--- config.mk ---
export PLATFORM = sky130hd
export DESIGN_NAME = bis_cfg
export DESIGN_NICKNAME = d
export VERILOG_FILES = /design/src/sv/bis_pkg.sv /design/src/sv/bis_cfg.sv
export SDC_FILE = /design/constraint.sdc
export NUM_CORES = 1
export LEC_CHECK = 0
export BUFFER_PORTS_ARGS = -buffer_cell sky130_fd_sc_hd__buf_2
export CORE_MARGIN = 2
export CORE_UTILIZATION = 23
export DETAILED_ROUTE_END_ITERATION = 7
export GPL_TIMING_DRIVEN = 0
export PLACE_DENSITY_LB_ADDON = 0.08
export SKIP_LAST_GASP = 1
export SYNTH_ARGS = -nofsm -noshare
export SYNTH_HDL_FRONTEND = slang
export SYNTH_SLANG_ARGS = --single-unit
--- constraint.sdc ---
create_clock -name i_clk -period 1.88 [get_ports i_clk]
set_input_delay 0.094 -clock i_clk [delete_from_list [all_inputs] [get_ports i_clk]]
set_output_delay 0.094 -clock i_clk [all_outputs]
set_load 0.005 [all_outputs]
--- src/sv/bis_pkg.sv ---
// bis_pkg: shared types and constants of the bilinear image scaler
// used by bis_cfg, bis_interp and bilinear_image_scaler, depends on nothing
`default_nettype none

package bis_pkg;

    localparam int DEF_MAX_WIDTH  = 1024;
    localparam int DEF_MAX_HEIGHT = 1024;
    localparam int DEF_MAX_OUT    = 4096;

    localparam int CFG_IDX_W  = 3;
    localparam int CFG_DATA_W = 16;

    localparam logic [15:0] RST_SCALE_X    = 16'd128;
    localparam logic [15:0] RST_SCALE_Y    = 16'd128;
    localparam logic [12:0] RST_OUT_WIDTH  = 13'd512;
    localparam logic [12:0] RST_OUT_HEIGHT = 13'd512;

    typedef enum logic {
        OP_LOAD    = 1'b0,
        OP_COMPUTE = 1'b1
    } t_op;

    typedef enum logic [1:0] {
        ST_OK    = 2'd0,
        ST_SIZE  = 2'd1,
        ST_RANGE = 2'd2
    } t_status;

    typedef enum logic [CFG_IDX_W-1:0] {
        CFG_SCALE_X    = 3'd0,
        CFG_SCALE_Y    = 3'd1,
        CFG_OUT_WIDTH  = 3'd2,
        CFG_OUT_HEIGHT = 3'd3
    } t_cfg_idx;

    typedef struct packed {
        logic [15:0] scale_x;
        logic [15:0] scale_y;
        logic [12:0] out_width;
        logic [12:0] out_height;
    } t_cfg;

    // side information that travels with the four neighbour reads
    typedef struct packed {
        t_status    status;
        logic [7:0] fx;
        logic [7:0] fy;
        logic       col_par;
        logic       row_par;
    } t_tag;

endpackage

`default_nettype wire

--- src/sv/bis_cfg.sv ---
// bis_cfg: configuration registers of the scaler
// depends on bis_pkg
`default_nettype none

module bis_cfg (
    input  wire logic                           i_clk,
    input  wire logic                           i_rst_n,
    input  wire logic                           i_valid,
    output logic                                o_ready,
    input  wire logic [bis_pkg::CFG_IDX_W-1:0]  i_index,
    input  wire logic [bis_pkg::CFG_DATA_W-1:0] i_data,
    output bis_pkg::t_cfg                       o_cfg
);

    bis_pkg::t_cfg r_cfg;

    assign o_ready = 1'b1;
    assign o_cfg   = r_cfg;

    always_ff @(posedge i_clk) begin
        if (!i_rst_n) begin
            r_cfg.scale_x    <= bis_pkg::RST_SCALE_X;
            r_cfg.scale_y    <= bis_pkg::RST_SCALE_Y;
            r_cfg.out_width  <= bis_pkg::RST_OUT_WIDTH;
            r_cfg.out_height <= bis_pkg::RST_OUT_HEIGHT;
        end else if (i_valid) begin
            case (bis_pkg::t_cfg_idx'(i_index))
                bis_pkg::CFG_SCALE_X:    r_cfg.scale_x    <= i_data;
                bis_pkg::CFG_SCALE_Y:    r_cfg.scale_y    <= i_data;
                bis_pkg::CFG_OUT_WIDTH:  r_cfg.out_width  <= i_data[12:0];
                bis_pkg::CFG_OUT_HEIGHT: r_cfg.out_height <= i_data[12:0];
                default: begin
                end
            endcase
        end
    end

endmodule

`default_nettype wire

After elaboration in Yosys (flattened, before gate mapping)

Cells that the tools add are included.

Register bits: 58
Input port bits: 22
Logic and storage cells: 12

Eq/ne operators: 3
Reductions and logical operators: 5

Operator list:

| operator                                            | count |
|---|---|
| AND reduction 2 bit                                 | 4 |
| equality test 3 x 2 -> 1 bit, second input constant | 2 |
| equality test 3 x 1 -> 1 bit, second input constant | 1 |
| zero test 3 bit                                     | 1 |

Depth between registers and ports, before layout

Gate-level depths: netlist of run 1.

Depth in word-level cells: 2
Depth in mapped cells: 4
Depth with buffers taken out: 2

Least setup slack after synthesis of run 1

OpenSTA, ideal clock, no wires.

Path type: in2reg
Start point: input port i_index[0] in the netlist's numbering
End point: register r_cfg, in the netlist o_cfg[42]
Library setup time: 0.072 ns
Data arrival time: 0.861 ns
Required time: 1.808 ns
Path slack: 0.947 ns
Stages: 4
Buffers on the path: 2
Cell sequence: nor4b_2 > buf_4 > buf_6 > mux2i_1

Word-level cells in the longest chain between the ends: 2

Ends and longest elaborated chain:

| element                       | RTL line      | source |
|---|---|---|
| from (decl)                   | bis_cfg.sv:10 | `input wire logic [bis_pkg::CFG_IDX_W-1:0] i_index,` |
| zero test 3 bit               | bis_cfg.sv:27 | `case (bis_pkg::t_cfg_idx'(i_index))` |
| AND reduction 2 bit (no line) | n/a           |  |
| to (decl)                     | bis_cfg.sv:15 | `bis_pkg::t_cfg r_cfg;` |

Every way passes these cells.
A chain may end at the register's enable or synchronous reset.

Final worst setup path of run 1

Start point: register r_cfg, in the netlist o_cfg[51]
End point: output port o_cfg[51] in the netlist's numbering

RTL lines:

| element   | RTL line      | source |
|---|---|---|
| to (decl) | bis_cfg.sv:12 | `output bis_pkg::t_cfg o_cfg` |

No word-level cell between the ends.

==> results_dict.tcl, run 1 <==
set metrics [dict create \
    vias 1731 \
    max-slew-margin-rel_pct 56.3 \
    yosysTopAreaCellShare_pct 52.9 \
    cp.required_ns 1.79 \
    reg2regPathDepth 2 \
    cp.arrival_ns 0.79 \
    gr-total-overflow 0 \
    synth_cells 213 \
    syn_to_final_growth_pct 32.9 \
    tightest_slew_ns 0.656 \
    pre_cts_ws_ns 0.630 \
    synth-seq-area-share_pct 52.9 \
    portBuffers 78 \
    drt_iter0_drc 40 \
    drt_wl_total_um 6260 \
    pin_count 81 \
    async_flop_share_pct 0 \
    min_period_ns 0.885 \
    peakVddDrop_mv 0.291 \
    clockBufferDepth 2 \
    critPathKind "register to output pin" \
    postCtsSetupRepairBufs 0 \
    syn_nets 235 \
    ys.flop_type "dfxtp_1" \
    yosys.area.top_type "dfxtp_1" \
    chipHeight_um 102 \
    cp_slowest_cell "dfxtp_1" \
    p_leak_nw 1.40 \
    via_per_inst 3.98 \
    maxSlewViolCount 0 \
    start_util_pct 23.8 \
    yosys_warnings 0 \
    hp-class "primary input to register" \
    slowest_delay_ns 0.35 \
    ys_ff_latch 58 \
    hold_violations 0 \
    hold_depth 3 \
    synth_commonest_cells "70 x nand2_1, 58 x dfxtp_1, 58 x mux2i_1" \
    cp-end-kind "output pin" \
    powerDensity_nw_per_um2 842 \
    dp_hpwl_um 4380 \
    netlist_area_um2 2190 \
    fin_skew_ns 0 \
    cp_cell_sequence "buf_2" \
    drt_first_pass_iters 4 \
    grt_max_degree 11 \
    root_buffer "clkbuf_8" \
    critPathMaxFanout 2 \
    cts.htree.levels 3 \
    cts_buffers 9 \
    drt.antenna.violating_nets 0 \
    fin_ws_ns 0.995 \
    clock.fmax_mhz 1130 \
    synthDistinctLibCells 14 \
    clk_pin_slew_ns 0.07 \
    timing.final.crit_share_pct 47.1 \
    layout-drive-gt1-share_pct 33.3 \
    num_rows 35 \
    die_w_um 102 \
    clk_latency_ns 0.32 \
    diodes 0 \
    clock-sinks 58 \
    drv_cap 0 \
    synth_area_per_cell_um2 10.3 \
    critical-path-top-delay-family "flip-flops" \
    gp_congestion 0.689 \
    cp_num_cells 1 \
    cts_hold_buf 0 \
    largest_reg_flops 58 \
    synth_enable_flop_cells 0 \
    cts.repair.resized 0 \
    grt_use_total_pct 13.0 \
    fin_nets 324 \
    die-area_um2 10300 \
    grt_pass1_vias 1775 \
    setup_viol 0 \
    grt_pass1_wl_um 9790 \
    cts_tree "built" \
    routedWlPerCell_um 14.4 \
    status "complete, no violations" \
    critPathBufInv 1 \
    rsz0062_at_grt "no" \
    total_power_mw 2.46 \
    drc_errors 0 \
    synth.most_common_cell "nand2_1" \
    cp-start-kind "register" \
    grt_antenna_before_repair 0 \
    ys_top_cells_by_area "dfxtp_1 53%, mux2i_1 26%, nand2_1 12%" \
    core-area_um2 9240 \
    finalSetupTns_ns 0 \
]
==> final timing paths <==
check / startpoint / endpoint / slack [ns]
worst max-delay path: o_cfg[51] / o_cfg[51] / 0.99
worst min-delay path: i_data[15] / o_cfg[41] / 0.03
worst max register to register: o_cfg[5] / o_cfg[5] / 1.27
worst min register to register: o_cfg[11] / o_cfg[11] / 0.45
==> layout by cell type, fill, tap and decap left out, drive strengths merged <==
cell type / count
nor2b: 6
clkbuf: 19
mux2i: 58
conb: 1
nand4b: 1
dfxtp: 58
and4bb: 2
buf: 86
nand4bb: 1
nand2: 70
clkinv: 3
nor4b: 1
==> report_power, final <==
| group | switching, mW | total [mW] | internal (mW) |
|---|---|---|---|
| Clock | 0.472 | 1.01 | 0.537 |
| Sequential | 0.0133 | 1.27 | 1.26 |
| Combinational | 0.103 | 0.178 | 0.0756 |
| Total | 0.588 | 2.46 | 1.87 |
==> logic make-up (layout without fill, tap and decap cells) <==
kind of cell           count (synthesis)  in the layout  synth area share, %
AND/OR/NAND/NOR                       81             81                 16.4
buffers and inverters                 15            108                 4.05
multiplexers                          58             58                 26.5
other                                  1              1                0.171
flip-flops                            58             58                 52.9
==> layout make-up <==
type | instances | area (µm²)
buffer | 15 | 88.8
clock buffer | 12 | 155
clock inverter | 3 | 15.0
fill | 1017 | 6320
multi-input combinational | 140 | 945
sequential | 58 | 1160
tap | 129 | 161
timing repair buffer | 78 | 390
==> through the flow <==
| stage | instance area (µm²) | std cells | hold slack (ns) | utilization, % |
|---|---|---|---|---|
| floorplan | 2190 | 213 | 0.256 | - |
| global placement | 2750 | 420 | 0.380 | 29.7 |
| detailed placement | 2750 | 420 | 0.379 | 29.7 |
| CTS | 2920 | 435 | 0.0139 | 31.6 |
| global route | 2920 | 435 | 0.0358 | 31.6 |
| finish | 2920 | 435 | 0.0339 | 31.6 |
==> per-layer routing <==
layer,wire (µm),global-route usage (%)
met5,0,0
met4,87,6.24
met3,361,3.66
met2,2950,20.7
met1,2860,16.3
Power figures use the tool's default switching activity.
==> run 2: changes to the inputs <==
clock period = 0.9 ns   (was 1.88 ns; I/O delays follow)
==> run 2 against run 1 <==
  * Design area increased by 2.9%
  * Sequential share of layout area decreased by 1.1 points
  * Register-to-register slack worse by 0.98 ns
  * Core utilization grew 0.92 points
==> results_dict.tcl, run 2 (synthesized netlist as in run 1, its figures left out) <==
set metrics [dict create \
    vias 1770 \
    final_cells 445 \
    slowest_delay_ns 0.35 \
    gp_congestion 0.689 \
    largest_reg_flops 58 \
    hold_depth 3 \
    num_rows 35 \
    drc_errors 0 \
    critPathBufInv 1 \
    powerDensity_nw_per_um2 1720 \
    pin_count 81 \
    clock.fmax_mhz 1190 \
    grt_pass1_vias 1796 \
    clk_pin_slew_ns 0.06 \
    diodes 0 \
    clock-sinks 58 \
    root_buffer "clkbuf_8" \
    cp_slowest_cell "dfxtp_1" \
    layout-drive-gt1-share_pct 34.2 \
    setup_viol 0 \
    grt_use_total_pct 13.1 \
    cp_num_cells 1 \
    cp-end-kind "output pin" \
    status "complete, no violations" \
    cp-start-kind "register" \
    via_per_inst 3.98 \
    portBuffers 78 \
    cts_buffers 9 \
    drv_cap 0 \
    clk_latency_ns 0.32 \
    cp_cell_sequence "buf_2" \
    timing.final.crit_share_pct 93.7 \
    fill_cells 1015 \
    peakVddDrop_mv 0.608 \
    reg2regPathDepth 2 \
    core-area_um2 9240 \
    drt.antenna.violating_nets 0 \
    drt_first_pass_iters 4 \
    dp_hpwl_um 4380 \
    critPathMaxFanout 2 \
    clockBufferDepth 2 \
    die_w_um 102 \
    cts.htree.levels 3 \
    start_util_pct 23.8 \
    tightest_slew_ns 0.662 \
    critical-path-top-delay-family "flip-flops" \
    p_leak_nw 1.45 \
    fin_skew_ns 0 \
    fin_ws_ns 0.0569 \
    rsz0062_at_grt "no" \
    max-slew-margin-rel_pct 55.9 \
    syn_to_final_growth_pct 36.8 \
    critPathKind "register to output pin" \
    maxSlewViolCount 0 \
    pre_cts_ws_ns -0.301 \
    total_power_mw 5.16 \
    place_inst 420 \
    final_cell_mix "80 x buf_2, 70 x nand2_1, 58 x mux2i_1, 58 x dfxtp_1, 11 x clkbuf_8" \
    hold_violations 0 \
    cts_tree "built" \
    grt_antenna_before_repair 0 \
    die-area_um2 10300 \
    routedWlPerCell_um 14.2 \
    final_common_cell "buf_2" \
    hp-class "primary input to register" \
    cp.required_ns 0.85 \
    drt_wl_total_um 6340 \
    gr-total-overflow 0 \
    chipHeight_um 102 \
    fin_nets 334 \
    cp.arrival_ns 0.80 \
    grt_pass1_wl_um 9850 \
    drt_iter0_drc 45 \
    grt_max_degree 11 \
    min_period_ns 0.843 \
]
run 2: per-layer routing:
layer  part of all wire (%)  wire length (µm)  vias to the layer above  GRT usage [%]
met5                      0                 0                        -              0
met4                    1.2                76                        0           6.24
met3                    6.1               385                        6           3.66
met2                     48              3030                       50           21.0
met1                     45              2840                      814           16.3
li1                       -                 -                      900              -
run 2: power breakdown:
group / internal, mW / switching, mW / leakage (nW)
logic: 0.177 / 0.218 / 0.892
registers: 2.62 / 0.0277 / 0.470
clock network: 1.12 / 0.997 / 0.0920
run 2: layout make-up:
type                    instances  area (µm²)  area share [%]
flip-flops and latches         58        1160            38.7
clock buffers                  12         155            5.17
repair buffers                 88         475            15.8
clock inverters                 3        15.0           0.500
well taps                     129         161            5.38
multi-input cells             140         945            31.5
plain buffers                  15        88.8            2.96
run 2: metrics by stage:
step | hold WS, ns | cell area, µm² | util, % | setup TNS, ns
finish | 0.0199 | 3000 | 32.5 | 0
global route | 0.0263 | 3000 | 32.5 | 0
CTS | 0.00462 | 2960 | 32.0 | 0
detailed placement | 0.330 | 2750 | 29.7 | -10.86
global placement | 0.331 | 2750 | 29.7 | -10.75
floorplan | 0.207 | 2190 | - | 0
run 2: path summary, 6_finish.rpt:
kind / slack, ns / from / to
worst max register to register: 0.29 / o_cfg[24] / o_cfg[24]
worst min-delay path: 0.02 / i_data[9] / o_cfg[9]
worst min register to register: 0.45 / o_cfg[11] / o_cfg[11]
worst max-delay path: 0.06 / o_cfg[51] / o_cfg[51]
run 2: what timing repair did:
item,in CTS,in global routing
endpoints found under the hold margin,7,0
hold buffers,4,0
buffers inserted,0,6
endpoints found under the setup margin,0,3
resized for setup,0,0
==> run 3: changes to the inputs <==
CELL_PAD_IN_SITES_DETAIL_PLACEMENT = 1   (was unset)
CELL_PAD_IN_SITES_GLOBAL_PLACEMENT = 1   (was unset)
==> run 3 against run 2 <==
  * Setup slack got worse by 0.0025 ns
  * Worst hold slack got worse by 0.0028 ns
  * Total power fell by 0.69%
  * Sequential share of layout area rose by 0.28 points
  * First-iteration DRC count rose by 13%
  * Register-to-register slack barely moved
  * Largest cell class unchanged
  * Clock power fell by 2%
  * Clock skew did not move
  * Core utilization fell by 0.23 points
  * Critical endpoint is now o_cfg[53]
  * Global-route usage rose by 0.47 points
==> results_dict.tcl, run 3 (synthesized netlist as in run 1, its figures left out) <==
set metrics [dict create \
    num_rows 35 \
    regArea_um2 1160 \
    drt_wl_total_um 6590 \
    pwr-share-clk_pct 40.5 \
    finalSetupTns_ns 0 \
    gp_congestion 0.663 \
    syn_to_final_growth_pct 35.8 \
    critical-path-top-delay-family "flip-flops" \
    drv_cap 0 \
    critPathMaxFanout 2 \
    largest_reg_flops 58 \
    tightest_slew_ns 0.659 \
    core-area_um2 9240 \
    fin_ws_ns 0.0544 \
    peakVddDrop_mv 0.595 \
    drc_errors 0 \
    combPwrFrac_pct 7.8 \
    pre_cts_ws_ns -0.296 \
    fin_skew_ns 0 \
    max-slew-margin-rel_pct 56.1 \
    final_cell_mix "80 x buf_2, 70 x nand2_1, 58 x mux2i_1, 58 x dfxtp_1" \
    clockBufferDepth 2 \
    via_per_inst 4.06 \
    fin_nets 332 \
    grt_max_degree 11 \
    cp_slowest_cell "dfxtp_1" \
    portBuffers 78 \
    cts_buffers 9 \
    critPathKind "register to output pin" \
    cp-end-kind "output pin" \
    grt_antenna_before_repair 0 \
    chipHeight_um 102 \
    start_util_pct 23.8 \
    grt_pass1_wl_um 10200 \
    routedWlPerCell_um 14.9 \
    cp_cell_sequence "buf_2" \
    multi_input_area_um2 945 \
    powerDensity_nw_per_um2 1720 \
    die_w_um 102 \
    setup_viol 0 \
    whs_ns 0.0171 \
    slowest_delay_ns 0.35 \
    drt_iter0_drc 51 \
    fill_cells 1092 \
    min_period_ns 0.846 \
    root_buffer "clkbuf_8" \
    p_leak_nw 1.44 \
    power.internal_mw 3.86 \
    cts.htree.levels 3 \
    p_sw_mw 1.27 \
    cts_tree "built" \
    pin_count 81 \
    cp.arrival_ns 0.80 \
    seqPwrFrac_pct 51.7 \
    layout-drive-gt1-share_pct 33.3 \
    clk_latency_ns 0.33 \
    p_sw_share_pct 24.7 \
    final_common_cell "buf_2" \
    gr-total-overflow 0 \
    vias 1801 \
    diodes 0 \
    grt_pass1_vias 1845 \
    dp_hpwl_um 4570 \
    hp-class "primary input to register" \
    drt_first_pass_iters 4 \
    hold_violations 0 \
    status "complete, no violations" \
    cts.repair.resized 0 \
    clock.fmax_mhz 1180 \
    timing.final.crit_share_pct 94.0 \
    clock-sinks 58 \
    cp-start-kind "register" \
    rsz0062_at_grt "no" \
    die-area_um2 10300 \
    drt.antenna.violating_nets 0 \
    critPathBufInv 1 \
    total_power_mw 5.13 \
    maxSlewViolCount 0 \
    clk_pin_slew_ns 0.06 \
    cp.required_ns 0.85 \
    grt_use_total_pct 13.6 \
]
run 3: cell count changes in the layout (fill, tap and decap cells not counted), sizes merged:
| cell | change |
|---|---|
| buf | -2 |
| clkbuf | +1 |
run 3: worst paths after layout:
kind | from | end | slack, ns | cells past startpoint
hold / removal | i_data[9] | o_cfg[9] | 0.02 | 3
hold reg to reg | o_cfg[14] | o_cfg[14] | 0.46 | 2
setup reg to reg | o_cfg[4] | o_cfg[4] | 0.29 | 2
setup / recovery | o_cfg[53] | o_cfg[53] | 0.05 | 1
run 3: routing by layer:
metal	vias to the layer above	wire [µm]	track usage [%]
li1	896	-	-
met3	9	385	4.14
met5	-	0	0
met2	45	3030	20.8
met1	851	3070	17.5
met4	0	105	6.24
run 3: power groups by stage:
| stage | clock [mW] | combinational [mW] | sequential (mW) |
|---|---|---|---|
| 2_1_floorplan | 0 | 0.192 | 2.71 |
| 3_3_place_gp | 0 | 0.388 | 2.71 |
| 3_5_place_dp | 0 | 0.389 | 2.71 |
| 4_1_cts | 2.18 | 0.404 | 2.65 |
| 5_1_grt | 2.28 | 0.449 | 2.66 |
| 6_report | 2.08 | 0.398 | 2.65 |
run 3: metrics by stage:
stage / cells / util, % / cell area (µm²)
floorplan: 213 / - / 2190
detailed placement: 420 / 29.7 / 2750
finish: 444 / 32.3 / 2980
global route: 444 / 32.3 / 2980
CTS: 440 / 31.9 / 2950
global placement: 420 / 29.7 / 2750
run 3: area by class of cell:
| class | instances | area share [%] |
|---|---|---|
| timing repair buffer | 86 | 15.4 |
| clock inverter | 3 | 0.504 |
| multi-input combinational | 140 | 31.7 |
| tap | 129 | 5.42 |
| sequential | 58 | 39.0 |
| clock buffer | 13 | 5.00 |
| buffer | 15 | 2.98 |
run 3: repair_timing:
item                                   CTS  global route
hold buffers                             4             0
endpoints found under the hold margin    8             0
setup buffers                            0             4
setup endpoints to repair                0             6
