==> config.mk <==
export PLATFORM = sky130hd
export DESIGN_NAME = bis_interp
export DESIGN_NICKNAME = d
export VERILOG_FILES = /design/src/sv/bis_pkg.sv /design/src/sv/bis_interp.sv
export SDC_FILE = /design/constraint.sdc
export NUM_CORES = 1
export LEC_CHECK = 0
export BUFFER_PORTS_ARGS = -buffer_cell sky130_fd_sc_hd__buf_2
export CAP_MARGIN = 30
export CELL_PAD_IN_SITES_DETAIL_PLACEMENT = 0
export CELL_PAD_IN_SITES_GLOBAL_PLACEMENT = 1
export CORE_MARGIN = 10
export CORE_UTILIZATION = 52
export CTS_CLUSTER_SIZE = 16
export DETAILED_ROUTE_END_ITERATION = 7
export PLACE_DENSITY = 0.91
export RECOVER_POWER = 50
export SYNTH_ARGS = -nofsm -noshare
export SYNTH_HDL_FRONTEND = slang
export SYNTH_SLANG_ARGS = --single-unit
==> constraint.sdc <==
create_clock -name i_clk -period 8.9 [get_ports i_clk]
set_input_delay 1.78 -clock i_clk [delete_from_list [all_inputs] [get_ports i_clk]]
set_output_delay 1.78 -clock i_clk [all_outputs]
set_load 0.02 [all_outputs]
==> src/sv/bis_pkg.sv <==
// bis_pkg: shared types and constants of the bilinear image scaler
// used by bis_cfg, bis_interp and bilinear_image_scaler, depends on nothing
`default_nettype none

package bis_pkg;

    localparam int DEF_MAX_WIDTH  = 1024;
    localparam int DEF_MAX_HEIGHT = 1024;
    localparam int DEF_MAX_OUT    = 4096;

    localparam int CFG_IDX_W  = 3;
    localparam int CFG_DATA_W = 16;

    localparam logic [15:0] RST_SCALE_X    = 16'd128;
    localparam logic [15:0] RST_SCALE_Y    = 16'd128;
    localparam logic [12:0] RST_OUT_WIDTH  = 13'd512;
    localparam logic [12:0] RST_OUT_HEIGHT = 13'd512;

    typedef enum logic {
        OP_LOAD    = 1'b0,
        OP_COMPUTE = 1'b1
    } t_op;

    typedef enum logic [1:0] {
        ST_OK    = 2'd0,
        ST_SIZE  = 2'd1,
        ST_RANGE = 2'd2
    } t_status;

    typedef enum logic [CFG_IDX_W-1:0] {
        CFG_SCALE_X    = 3'd0,
        CFG_SCALE_Y    = 3'd1,
        CFG_OUT_WIDTH  = 3'd2,
        CFG_OUT_HEIGHT = 3'd3
    } t_cfg_idx;

    typedef struct packed {
        logic [15:0] scale_x;
        logic [15:0] scale_y;
        logic [12:0] out_width;
        logic [12:0] out_height;
    } t_cfg;

    // side information that travels with the four neighbour reads
    typedef struct packed {
        t_status    status;
        logic [7:0] fx;
        logic [7:0] fy;
        logic       col_par;
        logic       row_par;
    } t_tag;

endpackage

`default_nettype wire

==> src/sv/bis_interp.sv <==
// bis_interp: weighting pipeline, from four neighbour pixels to the result
// depends on bis_pkg
`default_nettype none

module bis_interp (
    input  wire logic            i_clk,
    input  wire logic            i_rst_n,
    input  wire logic            i_valid,
    output logic                 o_ready,
    input  wire bis_pkg::t_tag   i_tag,
    input  wire logic [3:0][7:0] i_pix,
    output logic                 o_valid,
    input  wire logic            i_stall,
    output logic      [7:0]      o_pixel,
    output logic      [1:0]      o_status
);

    logic             rdy_o;
    logic             rdy5;
    logic             rdy4;
    logic [7:0]       p00;
    logic [7:0]       p01;
    logic [7:0]       p10;
    logic [7:0]       p11;
    logic [7:0]       gx;
    logic [16:0]      n_a4;
    logic [16:0]      n_b4;
    logic [24:0]      n_ta5;
    logic [24:0]      n_tb5;
    logic [9:0]       n_sum;

    logic             r_v4;
    logic [16:0]      r_a4;
    logic [16:0]      r_b4;
    logic [7:0]       r_fy4;
    bis_pkg::t_status r_st4;
    logic             r_v5;
    logic [24:0]      r_ta5;
    logic [24:0]      r_tb5;
    bis_pkg::t_status r_st5;
    logic             r_ov;
    logic [7:0]       r_opix;
    bis_pkg::t_status r_ost;

    assign rdy_o   = !r_ov || !i_stall;
    assign rdy5    = !r_v5 || rdy_o;
    assign rdy4    = !r_v4 || rdy5;
    assign o_ready = !i_valid || rdy4;

    // bank index is {row parity, column parity}
    always_comb begin
        p00   = i_pix[{i_tag.row_par, i_tag.col_par}];
        p01   = i_pix[{i_tag.row_par, ~i_tag.col_par}];
        p10   = i_pix[{~i_tag.row_par, i_tag.col_par}];
        p11   = i_pix[{~i_tag.row_par, ~i_tag.col_par}];
        gx    = 8'hff - i_tag.fx;
        n_a4  = 17'(p00) * 17'(gx) + 17'(p01) * 17'(i_tag.fx);
        n_b4  = 17'(p10) * 17'(gx) + 17'(p11) * 17'(i_tag.fx);
        n_ta5 = 25'(r_a4) * 25'(8'hff - r_fy4);
        n_tb5 = 25'(r_b4) * 25'(r_fy4);
        n_sum = 10'(r_ta5[24:16]) + 10'(r_tb5[24:16]);
    end

    always_ff @(posedge i_clk) begin
        if (!i_rst_n) begin
            r_v4 <= 1'b0;
            r_v5 <= 1'b0;
            r_ov <= 1'b0;
        end else begin
            if (rdy4) begin
                r_v4 <= i_valid;
            end
            if (rdy5) begin
                r_v5 <= r_v4;
            end
            if (rdy_o) begin
                r_ov <= r_v5;
            end
        end
    end

    always_ff @(posedge i_clk) begin
        if (rdy4 && i_valid) begin
            r_a4  <= n_a4;
            r_b4  <= n_b4;
            r_fy4 <= i_tag.fy;
            r_st4 <= i_tag.status;
        end
        if (rdy5 && r_v4) begin
            r_ta5 <= n_ta5;
            r_tb5 <= n_tb5;
            r_st5 <= r_st4;
        end
        if (rdy_o && r_v5) begin
            r_opix <= (r_st5 == bis_pkg::ST_OK) ? n_sum[7:0] : 8'd0;
            r_ost  <= r_st5;
        end
    end

    assign o_valid  = r_ov;
    assign o_pixel  = r_opix;
    assign o_status = r_ost;

endmodule

`default_nettype wire

Yosys cells after proc, flatten, opt, wreduce, memory -nomap -nowiden
Cells that the tools add are included.

storage, ports and cells
  register bits after elaboration = 107
  bits in latches = 0
  RAM bits = 0
  bits in read-only memories = 0
  input port bits = 56
  output and inout bits = 12
  logic and storage cells = 50
  memories = 0

cells by class
  $add $sub $neg = 5
  multiply operators = 6
  div/mod/pow operators = 0
  order comparisons = 4
  equal/unequal tests = 0
  shift operators = 0
  multiplexer cells = 8
  bitwise operators = 2
  reductions and logical operators = 13

operator list
  cell                 count
  $bmux 8 s2           4
  $mul 8x8->16         4
  $add 16x16->17       2
  $mux 8               4
  $mul 17x8->24        1
  $mul 18x9->24        1
  $lt 2x3->1 const B   4
  $sub 8x8->9 const A  1
  $add 8x8->8          1
  $sub 8x8->8 const A  1
  $logic_not 1->1      5
  $logic_or 1x1->1     4
  $logic_and 1x1->1    3
  $logic_not 2->1      1
  $not 1->1            2

Depth between registers and ports, before layout
Gate-level depths: netlist of the first run.

  depth after elaboration = 5
  depth in mapped cells = 25

Least setup slack after synthesis of the first run
Ideal clock, no wire load.

  path kind = input to register
  start = input i_tag[0] (netlist name)
  end = register r_b4[15] (data pin)
  setup time = 0.195 ns
  arrival time = 7.680 ns
  slack = 1.025 ns
  cell stages on the path = 22
  cells stage by stage = clkbuf_1 buf_2 mux2_2 o21ai_1 nor2_1 fa_1 inv_1 fa_1 inv_1 fa_1 fa_1 fa_1 inv_1 fa_1 inv_1 ha_1 a21o_1 a21o_1 a21oi_1 a21boi_0 o21ai_0 o311ai_0

between the ends
  longest elaborated chain between the ends = 5
  elaborated cells on any way between the ends = 8
  classes of those cells = 1 x add/sub; 2 x mul; 4 x mux; 1 x bitwise

ends and longest elaborated chain
  what                           RTL line                            text
  start, declared                bis_interp.sv:10                    input wire bis_pkg::t_tag i_tag,
  $not 1->1 *                    bis_interp.sv:54, bis_interp.sv:55
  $bmux 8 s2 (on tied branches)  bis_interp.sv:54, bis_interp.sv:55
  $mux 8 (on tied branches)      bis_interp.sv:54, bis_interp.sv:55
  $mul 8x8->16                   bis_interp.sv:58                    n_b4 = 17'(p10) * 17'(gx) + 17'(p11) * 17'(i_tag.fx);
  $add 16x16->17 *               bis_interp.sv:58
  net n_b4[15]                   bis_interp.sv:27                    logic [16:0] n_b4;
  end signal, assigned           bis_interp.sv:85                    r_b4 <= n_b4;
  end, declared                  bis_interp.sv:34                    logic [16:0] r_b4;

Mark *: on every way through the listed nets, which the timed path passes. The rest lies on a longest branch. The select of a mux whose other input is x is not followed.
A chain may end at the register's enable or synchronous reset.

Final worst setup path of the first run
Ends and elaborated chain as after synthesis.

==> run_results.csv, run 1 <==
group,metric,value,unit
grt,grt_use_met2,34.3,%
flow_run,cap_violations,1,
clock_tree,htreeDepth,3,
sta,worst_slew_pin_slew,2.64,ns
final_layout,instances_no_fill,2586,
logic_synthesis,ys_seq_area_share,11.4,%
drt,drtPass1Iterations,4,
clock_tree,clk_pin_slew,0.07,ns
final_layout,layout-drive-gt1-share,7.22,%
final_layout,layout.nets,2766,
floorplan,dieWidth,214,um
drt,num_vias,13506,
place,gp_congestion,0.859,
critical_path,endpoint_kind,"flip-flop",
clock_tree,cts_resized,0,
logic_synthesis,synth_ff_type,"edfxtp_1",
status,status,"finished with violations",
place,io_buffers,67,
critical_path,start_kind,"primary input",
grt,use_met1,25.5,%
logic_synthesis,avgSynthCellArea,9.43,um2
critical_path,worstPathRequired,9.04,ns
sta,min_period,8.17,ns
grt,grt_util_met3,2.12,%
status,violations,"capacitance limit, slew limit",
sta,finalSetupViolations,0,
logic_synthesis,synth-seq-cells,75,
critical_path,crit_path_max_fanout,14,
floorplan,die_h,214,um
logic_synthesis,synth_warnings,0,
drt,wl_per_cell,16.1,um
critical_path,worst-setup-path-type,"in -> reg",
logic_synthesis,async_reset_ff_share,0,%
critical_path,crit-reg2reg-launch,"r_fy4[2]$_DFFE_PP_",
place,pre_cts_ws,0.357,ns
drt,viasPerCell,5.22,
sta,tns,0,ns
hold_path,min_from,"r_st4[1]$_DFFE_PP_",
logic_synthesis,synthTopCellsByCount,"473 x inv_1, 372 x fa_1, 225 x ha_1, 152 x nand2_1, 136 x and2_1",
grt,grt_overflow_total,0,
critical_path,timing.rr.end,"r_ta5[23]$_DFFE_PP_",
place,dp_hpwl,33700,um
floorplan,num_rows,70,
grt,grt_antenna_before_repair,0,
clock_tree,cts_setup_buffers,0,
hold_path,min_path_cells,0,
clock_tree,clk_latency,0.35,ns
clock_tree,cts_buffer_depth,2,
sta,rsz0062_at_grt,"no",
grt,grt_first_pass_wirelength,72600,um
place,placed_cells,2570,
final_layout,areaGrowthSynthToFinish,6.09,%
drt,drcViolationCount,0,
logic_synthesis,yosysMostFrequentCell,"inv_1",
sta,setup_ws,0.726,ns
floorplan,top_level_ports,68,
sta,hold_viol_final,0,
grt,track_usage,19.6,%
clock_tree,cts_buffers,9,
floorplan,die_area,45700,um2
sta,maxSlewHeadroom,-76.3,%
clock_tree,postCtsHoldBufs,0,
final_layout,num_antenna_cells,0,
drt,drtAntennaViolNets,0,
critical_path,arrival,8.31,ns
hold_path,hold_path_class,"reg -> reg",
grt,grt_pass1_vias,14991,
logic_synthesis,synth.top_cells.by_area,"fa_1 38%, ha_1 14%, edfxtp_1 11%",
logic_synthesis,synth_cell_types,55,
logic_synthesis,synth_edf_count,72,
grt,grt_max_degree,45,
hold_path,min_delay_worst_endpoint,"r_st5[1]$_DFFE_PP_",
critical_path,ff2ff_path_depth,14,
sta,fin_skew,0.00893,ns
logic_synthesis,synth_top_area_share,38.2,%
logic_synthesis,netlist_instances,2068,
clock_tree,cts.sinks,75,
logic_synthesis,synth_area,19500,um2
grt,busiest_layer,"met2",
final_layout,final_util,56.3,%
clock_tree,cts_tree,"built",
drt,drtIter0Drc,588,
floorplan,core_area,36800,um2
floorplan,start_util,53.0,%
drt,routed_wl,41500,um
clock_tree,cts_root_buf,"clkbuf_16",
sta,max_freq,122,MHz
critical_path,r2r_slack,3.43,ns
logic_synthesis,yosysTopAreaCell,"fa_1",
sta,fin_crit_sh,91.8,%
sta,maxSlewViolCount,45,
layer usage:
layer  routed length (um)  part of all wire [%]  up-vias
li1                     -                     -     6330
met3                 1640                   4.0       49
met5                    0                     0        -
met1                18800                    45     6854
met4                  706                   1.7        0
met2                20400                    49      273
final cells by class:
cell class | instances | area, um2
repair buffers | 94 | 532
inverters | 473 | 1780
clock buffers | 9 | 225
well taps | 468 | 586
clock inverters | 7 | 63.8
fillers | 3281 | 16100
multi-input cells | 1460 | 15300
flip-flops and latches | 75 | 2220
per-stage QoR:
step           area, um2  hold slack, ns
6_report           20700           0.421
5_1_grt            20700           0.432
4_1_cts            20700           0.422
3_5_place_dp       20400           0.406
3_3_place_gp       20400           0.404
2_1_floorplan      19500           0.400
sequential cells by signal, summed over array words and instances (netlist names):
signal	flops
r_b4	17
o_status	2
o_pixel	8
r_v5	1
r_fy4	8
o_valid	1
r_ta5	8
r_st4	2
r_a4	17
r_tb5	8
r_v4	1
r_st5	2
worst max-delay path by stage:
stage                               to  startpoint  cells after the start  slack [ns]
floorplan           r_b4[15]$_DFFE_PP_    i_tag[0]                     22        1.02
global placement    r_b4[15]$_DFFE_PP_    i_tag[0]                     21        0.62
detailed placement  r_b4[15]$_DFFE_PP_    i_tag[0]                     21        0.36
CTS                 r_b4[15]$_DFFE_PP_    i_tag[0]                     21        0.72
global route        r_b4[15]$_DFFE_PP_    i_tag[0]                     23        0.32
finish              r_b4[15]$_DFFE_PP_    i_tag[0]                     21        0.73
cell usage in the layout, fill, tap and decap left out, types with 3 or more instances in the layout:
master / n
buf_4: 23
xor2_1: 19
or2_2: 34
fa_1: 372
nor2_1: 124
nor2b_1: 82
o21bai_1: 9
o211ai_1: 4
inv_1: 473
inv_6: 3
ha_1: 225
clkbuf_1: 15
nor3_1: 8
dfxtp_1: 3
nand4_1: 4
nand2_1: 152
a21oi_1: 55
nand3_1: 9
o21a_1: 8
o21ai_0: 17
clkbuf_16: 9
mux2i_1: 15
and2_1: 136
buf_2: 55
mux2_2: 15
a21o_1: 11
o21ai_1: 14
nand2b_1: 75
xnor2_1: 37
edfxtp_1: 72
cells by family after synthesis:
family	after synthesis	synth area share, %
AOI/OAI and AO/OA	144	4.75
xor gates and xnor gates	56	2.51
adders and majority gates	597	52.6
buffers and inverters	534	10.3
DFF	75	11.4
muxes	32	1.87
other	1	0.0192
and+or+nand+nor	629	16.6
worst max-delay path, stage by stage:
cell and delay, ns:
buf_2 0.29, buf_4 0.27, mux2_2 0.37, o21ai_1 0.43
or2_2 0.22, fa_1 0.44, fa_1 0.55, inv_1 0.05
fa_1 0.48, fa_1 0.51, fa_1 0.49, inv_1 0.05
fa_1 0.47, inv_1 0.04, ha_1 0.33, a21o_1 0.21
a21o_1 0.17, a21oi_1 0.20, a21boi_0 0.33, o21ai_0 0.24
o311ai_0 0.39
Power of run 1 is not shown: default switching activity piles up to over one toggle a cycle in this logic, so the estimate is an artifact.
==> inputs of run 2 (changes only) <==
--- a/config.mk
+++ b/config.mk
@@ -5,12 +5,13 @@
 export SDC_FILE = /design/constraint.sdc
 export NUM_CORES = 1
 export LEC_CHECK = 0
+export ABC_AREA = 1
 export BUFFER_PORTS_ARGS = -buffer_cell sky130_fd_sc_hd__buf_2
 export CAP_MARGIN = 30
 export CELL_PAD_IN_SITES_DETAIL_PLACEMENT = 0
 export CELL_PAD_IN_SITES_GLOBAL_PLACEMENT = 1
 export CORE_MARGIN = 10
-export CORE_UTILIZATION = 52
+export CORE_UTILIZATION = 50
 export CTS_CLUSTER_SIZE = 16
 export DETAILED_ROUTE_END_ITERATION = 7
 export PLACE_DENSITY = 0.91
==> run 2 against run 1 <==
Compared with the run above: the flow still finishes with violations (capacitance limit, slew limit); maximum frequency rose by 5.0%; design area rose by 4.5%; utilization shrank 3.2 points; sequential cell count unchanged; critical path depth grew 3.
==> run_results.csv, run 2 <==
group,metric,value,unit
final_layout,layout_commonest_cell,"inv_1",
clock_tree,cts_buffer_depth,2,
critical_path,cpMostUsedCell,"nand2_1",
critical_path,slowest_stage,"fa_1",
logic_synthesis,synth_edf_count,72,
place,placed_cells,3164,
critical_path,endpoint,"r_a4[11]$_DFFE_PP_",
place,dp_hpwl,41000,um
critical_path,worstPathRequired,8.99,ns
clock_tree,clk_pin_slew,0.06,ns
floorplan,core_area,40700,um2
flow_run,cap_violations,1,
sta,max_freq,128,MHz
critical_path,endpoint_kind,"flip-flop",
logic_synthesis,synthTopCellsByCount,"674 x inv_1, 599 x nand2_1, 372 x fa_1, 303 x nor2_1, 225 x ha_1",
place,pre_cts_ws,0.782,ns
drt,drcViolationCount,0,
floorplan,num_rows,74,
logic_synthesis,synth-seq-cells,75,
final_layout,areaGrowthSynthToFinish,5.01,%
sta,finalSetupViolations,0,
sta,rsz0062_at_grt,"no",
final_layout,num-fill-cells,3936,
final_layout,top_regs,"r_a4 x17, r_b4 x17",
final_layout,multiInputGateArea,15500,um2
critical_path,arrival,7.88,ns
sta,min_period,7.79,ns
critical_path,crit-reg2reg-launch,"r_fy4[2]$_DFFE_PP_",
grt,grt_overflow_total,0,
clock_tree,postCtsHoldBufs,0,
place,gp_congestion,0.905,
critical_path,critPathBufInv,5,
clock_tree,cts_resized,0,
status,status,"finished with violations",
clock_tree,htreeDepth,3,
logic_synthesis,synth_area,20600,um2
sta,fin_crit_sh,87.5,%
logic_synthesis,synth_warnings,0,
logic_synthesis,netlist_instances,2632,
grt,track_usage,20.6,%
drt,drtPass1Iterations,7,
final_layout,layout-drive-gt1-share,4.23,%
place,io_buffers,67,
floorplan,top_level_ports,68,
final_layout,num_antenna_cells,0,
final_layout,layout.nets,3296,
drt,drtIter0Drc,914,
logic_synthesis,yosysTopAreaCell,"fa_1",
logic_synthesis,synth_top_area_share,36.2,%
sta,worst_slew_pin_slew,2.54,ns
critical_path,timing.rr.end,"r_ta5[23]$_DFFE_PP_",
floorplan,start_util,50.6,%
critical_path,crit_path_max_fanout,35,
critical_path,cp_top_family,"adder cells",
critical_path,worstPathCellList,"buf_2 -> inv_2 -> nand2_1 -> nand2_1 -> inv_1 -> nand2_1 -> nand2_1 -> inv_1 -> nand2_1 -> fa_1 -> fa_1 -> fa_1 -> inv_1 -> fa_1 -> fa_1 -> fa_1 -> ha_1 -> a21oi_1 -> a21boi_1 -> o21ai_0 -> nand2_1 -> nand2_1 -> nand2_1 -> nand2_1",
final_layout,stdcell_area,21600,um2
final_layout,mostFrequentLayoutCells,"674 x inv_1, 599 x nand2_1, 372 x fa_1",
critical_path,crit_cells,24,
final_layout,instances_no_fill,3180,
drt,num_vias,16223,
sta,tns,0,ns
logic_synthesis,yosysMostFrequentCell,"inv_1",
clock_tree,cts_root_buf,"clkbuf_16",
critical_path,critPathLaunch,"i_tag[1]",
drt,wl_per_cell,15.7,um
sta,fin_skew,0.00847,ns
sta,setup_ws,1.11,ns
drt,routed_wl,49900,um
clock_tree,cts.sinks,75,
place,dpl_cell_area,21400,um2
hold_path,hold_path_class,"reg -> reg",
drt,viasPerCell,5.10,
critical_path,ff2ff_path_depth,19,
clock_tree,cts_tree,"built",
critical_path,start_kind,"primary input",
grt,grt_max_degree,45,
logic_synthesis,ys_seq_area_share,10.8,%
sta,maxSlewHeadroom,-69.7,%
logic_synthesis,synth.top_cells.by_area,"fa_1 36%, ha_1 14%, inv_1 12%",
clock_tree,cts_setup_buffers,0,
grt,grt_pass1_vias,17587,
sta,maxSlewViolCount,45,
logic_synthesis,synth_cell_types,42,
sta,hold_viol_final,0,
logic_synthesis,synth_ff_type,"edfxtp_1",
drt,drtAntennaViolNets,0,
floorplan,dieWidth,223,um
logic_synthesis,async_reset_ff_share,0,%
logic_synthesis,avgSynthCellArea,7.83,um2
final_layout,ff_latch_area,2220,um2
grt,grt_first_pass_wirelength,84600,um
clock_tree,cts_buffers,9,
clock_tree,clk_latency,0.35,ns
floorplan,die_h,223,um
critical_path,worst-setup-path-type,"in -> reg",
status,violations,"capacitance limit, slew limit",
floorplan,die_area,49700,um2
grt,grt_antenna_before_repair,1,
critical_path,r2r_slack,3.98,ns
critical_path,cpPeakStageDelay,0.55,ns
## run 2: per-layer routing
metal  up-vias  track usage, %  routed length [um]
met3        86            3.13                3030
li1       7770               -                   -
met1      7917            26.2               21500
met4         0            6.43                1240
met2       450            35.4               24100
met5         -               0                   0
## run 2: cell type report
cell class	count	share of cell area, %
clock buffer	9	1.04
clock inverter	7	0.312
sequential	75	10.3
timing repair buffer	77	1.80
multi-input combinational	1802	71.7
tap	532	3.08
inverter	678	11.8
## run 2: worst min path at each step
stage	cells after the start	end	slack (ns)	start
final	0	r_st5[1]$_DFFE_PP_	0.43	r_st4[1]$_DFFE_PP_
after global routing	0	r_st5[1]$_DFFE_PP_	0.45	r_st4[1]$_DFFE_PP_
after CTS	0	r_st5[1]$_DFFE_PP_	0.43	r_st4[1]$_DFFE_PP_
after floorplan	0	r_st5[0]$_DFFE_PP_	0.40	r_st4[0]$_DFFE_PP_
after global placement	0	r_st5[1]$_DFFE_PP_	0.41	r_st4[1]$_DFFE_PP_
after detailed placement	0	r_st5[1]$_DFFE_PP_	0.42	r_st4[1]$_DFFE_PP_
## run 2: through the flow
| stage | hold WS (ns) | utilization [%] |
|---|---|---|
| after floorplan | 0.400 | - |
| after global placement | 0.407 | 52.4 |
| after detailed placement | 0.416 | 52.4 |
| after CTS | 0.428 | 53.1 |
| after global routing | 0.450 | 53.1 |
| final | 0.433 | 53.1 |
## run 2: worst reg2reg max path, stage by stage, from the launching register on
cell,delay [ns]
edfxtp_1,0.36
buf_4,0.24
inv_1,0.50
nand2_1,0.15
fa_1,0.50
inv_1,0.05
fa_1,0.51
inv_1,0.06
fa_1,0.52
inv_1,0.05
fa_1,0.43
ha_1,0.32
nand2_1,0.10
inv_1,0.06
a21oi_1,0.23
nor2_1,0.07
o21ai_0,0.29
nand3_1,0.12
nand2_1,0.07
nand2_1,0.05
## run 2: cell families after synthesis
family	share of synthesized area, %
other cells	0.0182
simple gates	19.2
xor+xnor	1.40
buf+inv	14.0
fa+ha+maj	49.8
compound gates	4.74
flops	10.8
Power of run 2 is left out for the same reason.
